===== src/hw/rtl/assert_macros.svh =====
`ifndef ASSERT_MACROS_SVH
`define ASSERT_MACROS_SVH

// same-cycle implication
`define ARN_ASSERT_IMP(lbl, clk, rst_n, ante, cons) \
    lbl: assert property (@(posedge clk) disable iff (!rst_n) (ante) |-> (cons)) \
        else $error("assertion failed");

// next-cycle implication
`define ARN_ASSERT_NXT(lbl, clk, rst_n, ante, cons) \
    lbl: assert property (@(posedge clk) disable iff (!rst_n) (ante) |=> (cons)) \
        else $error("assertion failed");

`endif


===== src/hw/rtl/arn_pkg.sv =====
package arn_pkg;

    localparam int BUF_DEPTH   = 4096;
    localparam int ADDR_W      = $clog2(BUF_DEPTH);
    localparam int CNT_W       = $clog2(BUF_DEPTH + 1);
    localparam int SAMPLE_BITS = 16;
    localparam int CFG_W       = 15;
    localparam int CFG_IDX_W   = 1;
    localparam int GAIN_W      = 32;
    localparam int SUM_W       = 2 * SAMPLE_BITS + CNT_W - 2;
    localparam int MS_W        = 2 * SAMPLE_BITS;
    localparam int ROOT_W      = MS_W / 2;
    localparam int SQ_CNT_W    = $clog2(ROOT_W + 1);
    localparam int DIV_NUM_W   = SUM_W;
    localparam int DIV_DEN_W   = SAMPLE_BITS;
    localparam int DIV_CNT_W   = $clog2(DIV_NUM_W + 1);
    localparam int ACT_RATIO   = 20;
    localparam int ACT_W       = SAMPLE_BITS + 5;

    localparam logic [GAIN_W-1:0] UNITY_GAIN = GAIN_W'(64'd1 << SAMPLE_BITS);

    localparam logic OP_LOAD      = 1'b0;
    localparam logic OP_READ      = 1'b1;
    localparam logic KIND_REPORT  = 1'b0;
    localparam logic KIND_SAMPLE  = 1'b1;
    localparam logic [CFG_IDX_W-1:0] CFG_TARGET = CFG_IDX_W'(0);
    localparam logic [CFG_IDX_W-1:0] CFG_CEIL   = CFG_IDX_W'(1);

    typedef enum logic [1:0] {
        ST_NORMAL  = 2'd0,
        ST_LIMITED = 2'd1,
        ST_SILENT  = 2'd2
    } t_gain_status;

    typedef enum logic [1:0] {
        DIV_MEAN,
        DIV_GAIN,
        DIV_LIMIT
    } t_div_sel;

    typedef enum logic [4:0] {
        S_IDLE,
        S_STORE,
        S_PK_START,
        S_PK_RUN,
        S_SQ_START,
        S_SQ_RUN,
        S_MEAN_START,
        S_MEAN_WAIT,
        S_ROOT_START,
        S_ROOT_RUN,
        S_GAIN_START,
        S_GAIN_WAIT,
        S_LIM_START,
        S_LIM_WAIT,
        S_CHECK,
        S_DECIDE,
        S_UNITY,
        S_REPORT,
        S_RD_ADDR,
        S_RD_MUL,
        S_RD_OUT
    } t_state;

    typedef struct packed {
        logic     in_ready;
        logic     store;
        logic     scan_start;
        logic     scan_pass;
        logic     scan_run;
        logic     div_start;
        logic     div_take;
        t_div_sel div_sel;
        logic     sqrt_start;
        logic     sqrt_run;
        logic     mul_chk;
        logic     set_gain;
        logic     set_unity;
        logic     rd_issue;
        logic     rd_mul;
        logic     out_report;
        logic     out_sample;
    } t_cmd;

    typedef struct packed {
        logic in_valid;
        logic in_op;
        logic item_last;
        logic count_zero;
        logic scan_done;
        logic peak_zero;
        logic act_zero;
        logic rms_zero;
        logic div_busy;
        logic div_done;
        logic sqrt_done;
        logic over_ceiling;
        logic out_free;
    } t_sts;

endpackage


===== src/hw/rtl/arn_ctrl.sv =====
module arn_ctrl import arn_pkg::*; (
    input  logic i_clk,
    input  logic i_rst_n,
    input  t_sts i_sts,
    output t_cmd o_cmd
);

    t_state r_state;
    t_state n_state;

    always_ff @(posedge i_clk) begin
        if (!i_rst_n) begin
            r_state <= S_IDLE;
        end else begin
            r_state <= n_state;
        end
    end

    always_comb begin
        n_state = r_state;
        case (r_state)
            S_IDLE: begin
                if (i_sts.in_valid) begin
                    if (i_sts.in_op == OP_LOAD) begin
                        n_state = S_STORE;
                    end else if (!i_sts.count_zero) begin
                        n_state = S_RD_ADDR;
                    end
                end
            end
            S_STORE:      n_state = i_sts.item_last ? S_PK_START : S_IDLE;
            S_PK_START:   n_state = S_PK_RUN;
            S_PK_RUN: begin
                if (i_sts.scan_done) begin
                    n_state = i_sts.peak_zero ? S_UNITY : S_SQ_START;
                end
            end
            S_SQ_START:   n_state = S_SQ_RUN;
            S_SQ_RUN: begin
                if (i_sts.scan_done) begin
                    n_state = i_sts.act_zero ? S_UNITY : S_MEAN_START;
                end
            end
            S_MEAN_START: n_state = S_MEAN_WAIT;
            S_MEAN_WAIT:  n_state = i_sts.div_done ? S_ROOT_START : S_MEAN_WAIT;
            S_ROOT_START: n_state = S_ROOT_RUN;
            S_ROOT_RUN: begin
                if (i_sts.sqrt_done) begin
                    n_state = i_sts.rms_zero ? S_UNITY : S_GAIN_START;
                end
            end
            S_GAIN_START: n_state = S_GAIN_WAIT;
            S_GAIN_WAIT:  n_state = i_sts.div_done ? S_LIM_START : S_GAIN_WAIT;
            S_LIM_START:  n_state = S_LIM_WAIT;
            S_LIM_WAIT:   n_state = i_sts.div_done ? S_CHECK : S_LIM_WAIT;
            S_CHECK:      n_state = S_DECIDE;
            S_DECIDE:     n_state = S_REPORT;
            S_UNITY:      n_state = S_REPORT;
            S_REPORT:     n_state = i_sts.out_free ? S_IDLE : S_REPORT;
            S_RD_ADDR:    n_state = S_RD_MUL;
            S_RD_MUL:     n_state = S_RD_OUT;
            S_RD_OUT:     n_state = i_sts.out_free ? S_IDLE : S_RD_OUT;
            default:      n_state = S_IDLE;
        endcase
    end

    always_comb begin
        o_cmd         = '0;
        o_cmd.div_sel = DIV_MEAN;
        case (r_state)
            S_IDLE:       o_cmd.in_ready = 1'b1;
            S_STORE:      o_cmd.store = 1'b1;
            S_PK_START:   o_cmd.scan_start = 1'b1;
            S_PK_RUN:     o_cmd.scan_run = 1'b1;
            S_SQ_START: begin
                o_cmd.scan_start = 1'b1;
                o_cmd.scan_pass  = 1'b1;
            end
            S_SQ_RUN:     o_cmd.scan_run = 1'b1;
            S_MEAN_START: o_cmd.div_start = 1'b1;
            S_MEAN_WAIT:  o_cmd.div_take = i_sts.div_done;
            S_ROOT_START: o_cmd.sqrt_start = 1'b1;
            S_ROOT_RUN:   o_cmd.sqrt_run = 1'b1;
            S_GAIN_START: begin
                o_cmd.div_start = 1'b1;
                o_cmd.div_sel   = DIV_GAIN;
            end
            S_GAIN_WAIT: begin
                o_cmd.div_take = i_sts.div_done;
                o_cmd.div_sel  = DIV_GAIN;
            end
            S_LIM_START: begin
                o_cmd.div_start = 1'b1;
                o_cmd.div_sel   = DIV_LIMIT;
            end
            S_LIM_WAIT: begin
                o_cmd.div_take = i_sts.div_done;
                o_cmd.div_sel  = DIV_LIMIT;
            end
            S_CHECK:      o_cmd.mul_chk = 1'b1;
            S_DECIDE:     o_cmd.set_gain = 1'b1;
            S_UNITY:      o_cmd.set_unity = 1'b1;
            S_REPORT:     o_cmd.out_report = i_sts.out_free;
            S_RD_ADDR:    o_cmd.rd_issue = 1'b1;
            S_RD_MUL:     o_cmd.rd_mul = 1'b1;
            S_RD_OUT:     o_cmd.out_sample = i_sts.out_free;
            default: ;
        endcase
    end

endmodule


===== config.mk =====
export PLATFORM = sky130hd
export DESIGN_NAME = arn_ctrl
export DESIGN_NICKNAME = d
export VERILOG_FILES = /design/src/hw/rtl/assert_macros.svh /design/src/hw/rtl/arn_pkg.sv /design/src/hw/rtl/arn_ctrl.sv
export SDC_FILE = /design/constraint.sdc
export NUM_CORES = 1
export LEC_CHECK = 0
export BUFFER_PORTS_ARGS = -buffer_cell sky130_fd_sc_hd__buf_2
export CAP_MARGIN = 20
export CORE_MARGIN = 1
export CORE_UTILIZATION = 40
export DETAILED_ROUTE_END_ITERATION = 16
export PLACE_DENSITY = 0.69
export RECOVER_POWER = 25
export SETUP_SLACK_MARGIN = 0.02
export SYNTH_ARGS = -nofsm -noshare
export SYNTH_HDL_FRONTEND = slang
export SYNTH_SLANG_ARGS = --single-unit

===== constraint.sdc =====
create_clock -name i_clk -period 1.55 [get_ports i_clk]
set_input_delay 0.2325 -clock i_clk [delete_from_list [all_inputs] [get_ports i_clk]]
set_output_delay 0.2325 -clock i_clk [all_outputs]
set_load 0.005 [all_outputs]

* Word-level counts from Yosys, hierarchy flattened
Index checks and enable logic that the tools add are counted.
** Storage, ports and cells
- Latch bits :: 0
- Output and inout port bits :: 18
- Logic and storage cells :: 68
- Register bits :: 5
- Memories kept :: 0
- ROM bits :: 0
- Memory bits (writable) :: 0
- Input bits :: 15
** Cells by class
- Add/subtract/negate cells :: 0
- Divide/modulo/power cells :: 0
- Eq/ne operators :: 25
- Shift-type cells :: 0
- Mux-type cells :: 33
- Magnitude comparators :: 0
- Bitwise logic cells :: 0
- $mul :: 0
- Reductions and logical operators :: 9
** Operator list (number)
- 5-bit case mux with 20 select lines :: 1
- 5-bit two-way mux :: 11
- 5-bit by 4-bit equality test with 1-bit output (second input constant) :: 8
- 5-bit equality test (second input constant) :: 5
- 5-bit by 3-bit equality test with 1-bit output (second input constant) :: 4
- 1-bit two-way mux :: 16
- 5-bit by 2-bit equality test with 1-bit output (second input constant) :: 2
- 2-bit OR reduction :: 5
- 2-bit inequality test (second input constant) :: 4
- 3-bit OR reduction :: 2
- 5-bit by 1-bit equality test with 1-bit output (second input constant) :: 1
- 5-bit zero test :: 1
- 5-bit AND reduction :: 1
- 2-bit two-way mux :: 2
- 4-bit two-way mux :: 1
- 2-bit case mux with 2 select lines :: 1
- 3-bit two-way mux :: 1
- 3-bit inequality test (second input constant) :: 1

* Logic depth before layout (Yosys ltp)
Gate-level depths: netlist of run 1.
- Depth after elaboration :: 4
- Mapped depth :: 7
- Gate-level depth less buffers :: 5

* Worst setup path before layout of run 1
No wires, ideal clock.
- Path type :: register to output
- From :: register r_state[3]
- To :: output port o_cmd[11] in the netlist's numbering
- Required time :: 1.317 ns
- Arrival :: 1.315 ns
- Stages on the path, launching flop included :: 6
- Path slack :: 0.002 ns
- Cell sequence :: dfxtp_1 buf_6 buf_2 buf_2 a21oi_1 a2111oi_0
** RTL lines
- start: declaration :: line arn_ctrl.sv:8 : t_state r_state;
- start signal: assignment :: line arn_ctrl.sv:15 : r_state <= n_state;
- end: declaration :: line arn_ctrl.sv:5 : output t_cmd o_cmd

==> results of run 1 <==
## per-layer routing
metal | vias to the layer above | GRT usage | wire length (um)
li1 | 549 | - | -
met1 | 535 | 0.322 | 1270
met2 | 65 | 0.490 | 1650
met3 | 4 | 0.0196 | 172
met4 | 0 | 0.0765 | 41
met5 | - | 0 | 0
## kinds of logic after synthesis
family	after synthesis	synth area share
flip-flops	5	0.128
AO/OA/AOI/OAI	36	0.294
AND/OR/NAND/NOR	56	0.427
XOR/XNOR	2	0.0224
buffers and inverters	19	0.129
## how the worst max path moves through the flow
stage / startpoint / to / slack, ps / depth (start not counted)
2_1_floorplan: r_state[3]$_SDFFE_PN0P_ / o_cmd[11] / 2 / 5
3_5_place_dp: r_state[1]$_SDFFE_PN0P_ / r_state[2]$_SDFFE_PN0P_ / -100 / 6
5_1_grt: r_state[1]$_SDFFE_PN0P_ / o_cmd[4] / -110 / 4
3_3_place_gp: r_state[1]$_SDFFE_PN0P_ / r_state[2]$_SDFFE_PN0P_ / -70 / 6
4_1_cts: r_state[1]$_SDFFE_PN0P_ / o_cmd[4] / -70 / 4
6_report: r_state[1]$_SDFFE_PN0P_ / o_cmd[14] / -80 / 4
## final cells by class
type,instances,area (um2),share of cell area
Inverter,8,33.8,0.0254
Tap cell,25,31.3,0.0235
Sequential cell,5,115,0.0866
Timing Repair Buffer,64,438,0.330
Multi-Input combinational cell,94,684,0.515
Clock buffer,4,26.3,0.0198
## timing repair
action / in CTS / in global routing
pin swaps: 4 / 7
gates cloned: 0 / 0
buffers inserted: 4 / 6
endpoints found under the setup margin: 23 / 21
gates resized for setup: 28 / 17
## cells in the mapped netlist, types with 2 or more instances
master	instances	share of area
or3_4	2	0.029
a21oi_1	9	0.058
o22ai_1	4	0.032
dfxtp_1	5	0.13
nor3_1	6	0.038
nand2b_1	3	0.024
a2111oi_0	2	0.022
inv_1	8	0.038
and3_1	3	0.024
o21ai_0	5	0.032
nand3b_1	3	0.029
buf_2	6	0.038
nand2_1	11	0.053
and4_1	2	0.022
a31oi_1	5	0.040
buf_4	4	0.038
a211oi_1	3	0.029
nor2b_1	3	0.024
nor2_1	11	0.053
nand3_1	2	0.013
## power by group
part,switching [mW],internal [mW],total (mW)
Sequential,0.0816,0.181,0.263
Clock,0.0538,0.0973,0.151
Combinational,0.734,0.761,1.49
## per-stage QoR
| stage | TNS [ps] | instance area (um2) | hold WS, ps | worst slack (ps) |
|---|---|---|---|---|
| after floorplan | 0 | 783 | 347 | 2.47 |
| after global placement | -197 | 1090 | 455 | -67.8 |
| after detailed placement | -430 | 1090 | 463 | -104 |
| after CTS | -279 | 1220 | 206 | -75.0 |
| after global routing | -870 | 1330 | 205 | -106 |
| final | -265 | 1330 | 215 | -76.7 |
==> flow_summary_export.csv, run 1 <==
group,metric,value,unit
outcome,status,"finished, violations left",
outcome,violations,"setup timing",
logic_synthesis,yosysSeqAreaShare,0.128,
final_layout,final_cell_mix,"29 x buf_2, 27 x buf_4, 10 x nand2_1",
setup_path,worst_path_max_delay_cell,"or3_4",
logic_synthesis,ys_seq_elements,5,
setup_path,r2r-end,"r_state[2]$_SDFFE_PN0P_",
clock_tree,htreeDepth,1,
placement,io_buffers,30,
floorplanning,die_w,46.3,um
setup_path,crit_chain,"or3_4, buf_6, nor3_2, buf_2",
final_layout,fill_cells,119,
worst_hold_path,min_path_type,"in2reg",
clock_tree,cts.sinks,5,
placement,dp_hpwl,2080,um
routing,route.detailed.drc,0,
worst_hold_path,hold_path_end,"r_state[2]$_SDFFE_PN0P_",
logic_synthesis,synth_edf_count,0,
logic_synthesis,syn_inst,118,
final_layout,reg_top3,"r_state: 5 flops",
clock_tree,cts.path.max_buffers,2,
final_layout,nNetsFinal,191,
sta,finalSetupViolCount,7,
final_layout,fin_util,0.745,
global_routing,grt_max_degree,15,
placement,gp_congestion,0.888,
setup_path,cp.required,1320,ps
pwr,power_density,1440,mW/mm2
routing,dr.first_iter.drc_count,42,
floorplanning,core,0.00178,mm2
logic_synthesis,ys_types,41,
final_layout,top_register,"r_state",
setup_path,cpLargestDelayFamily,"simple AND/OR/NAND/NOR gates",
setup_path,crit_path_max_fanout,7,
final_layout,largest_reg_flops,5,
final_layout,final_common_cell,"buf_2",
routing,dr.pass1.iters,6,
logic_synthesis,ys.warnings.count,0,
logic_synthesis,syn_area_per_cell,6.64,um2
sta,rsz0062_at_grt,"yes",
setup_path,worst-r2r-cell-count,6,
setup_path,cp_slowest_stage_delay,410,ps
final_layout,layout.cells.non_filler,200,
sta,fin_ws,-76.7,ps
logic_synthesis,synthesis.area,783,um2
sta,worst_pin_slew,308,ps
pwr,finalPower,1.91,mW
setup_path,endpoint_kind,"primary output",
logic_synthesis,synth_nets,133,
pwr,peakVddDrop,1270,uV
routing,wire_per_inst,15.7,um
sta,relSlewSlack,0.793,
global_routing,grt_pass1_wl,4060,um
pwr,p_leak,0.611,nW
floorplanning,die_y,46.3,um
global_routing,grtUsageTotal,0.265,
global_routing,antenna_found_initial,0,
clock_tree,cts_tree,"yes",
floorplanning,dieArea,0.00214,mm2
clock_tree,path_clk_slew,50,ps
setup_path,reg2reg_setup_slack,0,ps
floorplanning,pin_count,33,
sta,fin_skew,6.40,ps
clock_tree,insertion_delay,240,ps
routing,ant_nets,0,
placement,placed_cells,188,
logic_synthesis,synth_async_sr_flop_share,0,
sta,hold_viol_final,0,
clock_tree,cts-root-buf,"clkbuf_4",
setup_path,path_class,"reg2out",
worst_hold_path,worstHoldStart,"i_sts[8]",
worst_hold_path,min_path_cells,2,
floorplanning,core.rowCount,15,
routing,viasPerCell,5.77,
setup_path,worstReg2RegStart,"r_state[2]$_SDFFE_PN0P_",
floorplanning,initial_core_util,0.439,
final_layout,syn2layout_area_growth,69.6,%
routing,vias,1153,
routing,wirelength,3130,um
setup_path,crit_path_start_kind,"flip-flop",
sta,clock.fmax,615,MHz
sta,finalCritPeriodShare,1.05,
setup_path,crit_buf_inv,2,
global_routing,grt_pass1_vias,940,
sta,fin_crit,1630,ps
job,max_cap_violations,0,
sta,slew_violations,0,
clock_tree,cts_buffers,3,
clock_tree,ctsHoldBuffers,0,
setup_path,cp.arrival,1390,ps
final_layout,n_antenna_cell,0,
final_layout,drive_gt1_frac,0.549,
global_routing,grt.overflow.total,0,
logic_synthesis,synthFlopType,"dfxtp_1",
Power figures use the tool's default switching activity.
==> inputs of run 2 (changes only) <==
- CTS_BUF_LIST: unset -> sky130_fd_sc_hd__clkbuf_4 sky130_fd_sc_hd__clkbuf_8
==> flow_summary_export.csv, run 2 (synthesis gave the netlist of run 1 again) <==
group,metric,value,unit
clock_tree,cts_tree,"yes",
final_layout,top_register,"r_state",
clock_tree,cts.sinks,5,
pwr,peakVddDrop,1170,uV
floorplanning,core.rowCount,15,
floorplanning,die_y,46.3,um
floorplanning,die_w,46.3,um
sta,finalSetupViolCount,8,
clock_tree,path_clk_slew,50,ps
setup_path,crit_buf_inv,2,
setup_path,endpoint_kind,"primary output",
setup_path,path_class,"reg2out",
clock_tree,ctsHoldBuffers,0,
final_layout,fill_cells,125,
sta,fin_crit,1630,ps
final_layout,nNetsFinal,190,
setup_path,crit_cells,4,
sta,slew_violations,0,
floorplanning,initial_core_util,0.439,
setup_path,reg2reg_setup_slack,10,ps
floorplanning,pin_count,33,
global_routing,grt.overflow.total,0,
sta,tns,-322,ps
setup_path,cp-startpoint,"r_state[1]$_SDFFE_PN0P_",
clock_tree,insertion_delay,240,ps
setup_path,crit_path_max_fanout,7,
final_layout,drive_gt1_frac,0.552,
job,max_cap_violations,0,
clock_tree,cts_buffers,3,
routing,dr.pass1.iters,4,
floorplanning,core,0.00178,mm2
global_routing,grt_pass1_vias,957,
final_layout,syn2layout_area_growth,68.5,%
routing,route.detailed.drc,0,
outcome,violations,"setup timing",
sta,hold_viol_final,0,
outcome,status,"finished, violations left",
sta,relSlewSlack,0.788,
setup_path,cp.arrival,1400,ps
placement,dp_hpwl,2080,um
worst_hold_path,min_path_type,"in2reg",
placement,io_buffers,30,
setup_path,cpLargestDelayFamily,"simple AND/OR/NAND/NOR gates",
routing,wirelength,3080,um
setup_path,crit_chain,"or3_4, buf_6, nor3_2, buf_2",
global_routing,grt_pass1_wl,4090,um
final_layout,final_area,0.00132,mm2
sta,finalCritPeriodShare,1.05,
routing,wire_per_inst,15.5,um
setup_path,cp_slowest_stage_delay,420,ps
final_layout,final_cell_mix,"29 x buf_2, 26 x buf_4, 10 x nand2_1",
floorplanning,dieArea,0.00214,mm2
final_layout,largest_reg_flops,5,
final_layout,layout.cells.non_filler,199,
sta,hold_ws,217,ps
setup_path,r2r-end,"r_state[2]$_SDFFE_PN0P_",
final_layout,final_common_cell,"buf_2",
sta,fin_skew,2.83,ps
sta,worst_pin_slew,315,ps
sta,rsz0062_at_grt,"yes",
pwr,p_leak,0.610,nW
global_routing,grt_max_degree,15,
placement,gp_congestion,0.888,
clock_tree,cts-root-buf,"clkbuf_4",
setup_path,cp-endpoint,"o_cmd[14]",
setup_path,worst-r2r-cell-count,6,
routing,viasPerCell,5.70,
routing,dr.first_iter.drc_count,36,
placement,place_area,0.00109,mm2
final_layout,reg_top3,"r_state: 5 flops",
setup_path,worstReg2RegStart,"r_state[1]$_SDFFE_PN0P_",
final_layout,n_antenna_cell,0,
global_routing,grtUsageTotal,0.271,
setup_path,worst_path_max_delay_cell,"or3_4",
clock_tree,htreeDepth,1,
sta,clock.fmax,613,MHz
routing,ant_nets,0,
setup_path,crit_path_start_kind,"flip-flop",
clock_tree,cts.path.max_buffers,2,
placement,dp_slack,-104,ps
setup_path,cp.required,1320,ps
routing,vias,1134,
sta,fin_ws,-82.6,ps
global_routing,antenna_found_initial,0,
pwr,power_density,1440,mW/mm2
placement,placed_cells,188,
==> run 2: area by class of cell <==
cell class	instances	area, um2	area share
inverter	8	33.8	0.0256
sequential	5	113	0.0853
tap	25	31.3	0.0237
multi-input combinational	94	682	0.517
timing repair buffer	63	430	0.326
clock buffer	4	30.0	0.0227
==> run 2: what timing repair did <==
item                                    CTS  global route
pin swaps                                 5             9
endpoints found under the hold margin     0             0
resized for setup                        27            19
setup buffers                             4             5
endpoints found under the setup margin   23            21
==> run 2: where the power goes <==
group	total, mW	leakage (nW)	internal [mW]	switching, mW
clock network	0.169	0.0184	0.115	0.0539
logic	1.47	0.548	0.750	0.719
registers	0.263	0.0435	0.182	0.0813
==> run 2: per-layer routing <==
layer,vias to the layer above,routed length [um],part of all wire,track usage
li1,547,-,-,-
met1,521,1250,0.40,0.322
met2,60,1590,0.51,0.482
met3,6,200,0.065,0.0196
met4,0,48,0.016,0.135
met5,-,0,0,0
==> run 2: how the worst min path moves through the flow <==
stage / startpoint / to / slack, ps / cells after the start
after global placement: i_sts[8] / r_state[2]$_SDFFE_PN0P_ / 450 / 2
after global routing: i_sts[8] / r_state[2]$_SDFFE_PN0P_ / 200 / 2
after CTS: i_sts[8] / r_state[2]$_SDFFE_PN0P_ / 200 / 2
final: i_sts[8] / r_state[2]$_SDFFE_PN0P_ / 220 / 2
after detailed placement: i_sts[8] / r_state[2]$_SDFFE_PN0P_ / 460 / 2
after floorplan: i_rst_n / r_state[3]$_SDFFE_PN0P_ / 350 / 2
==> run 2: metrics by stage <==
stage / power, mW / util
6_report: 1.90 / 0.740
5_1_grt: 2.02 / 0.740
4_1_cts: 1.70 / 0.684
3_5_place_dp: 1.37 / 0.611
3_3_place_gp: 1.34 / 0.611
2_1_floorplan: 0.902 / -
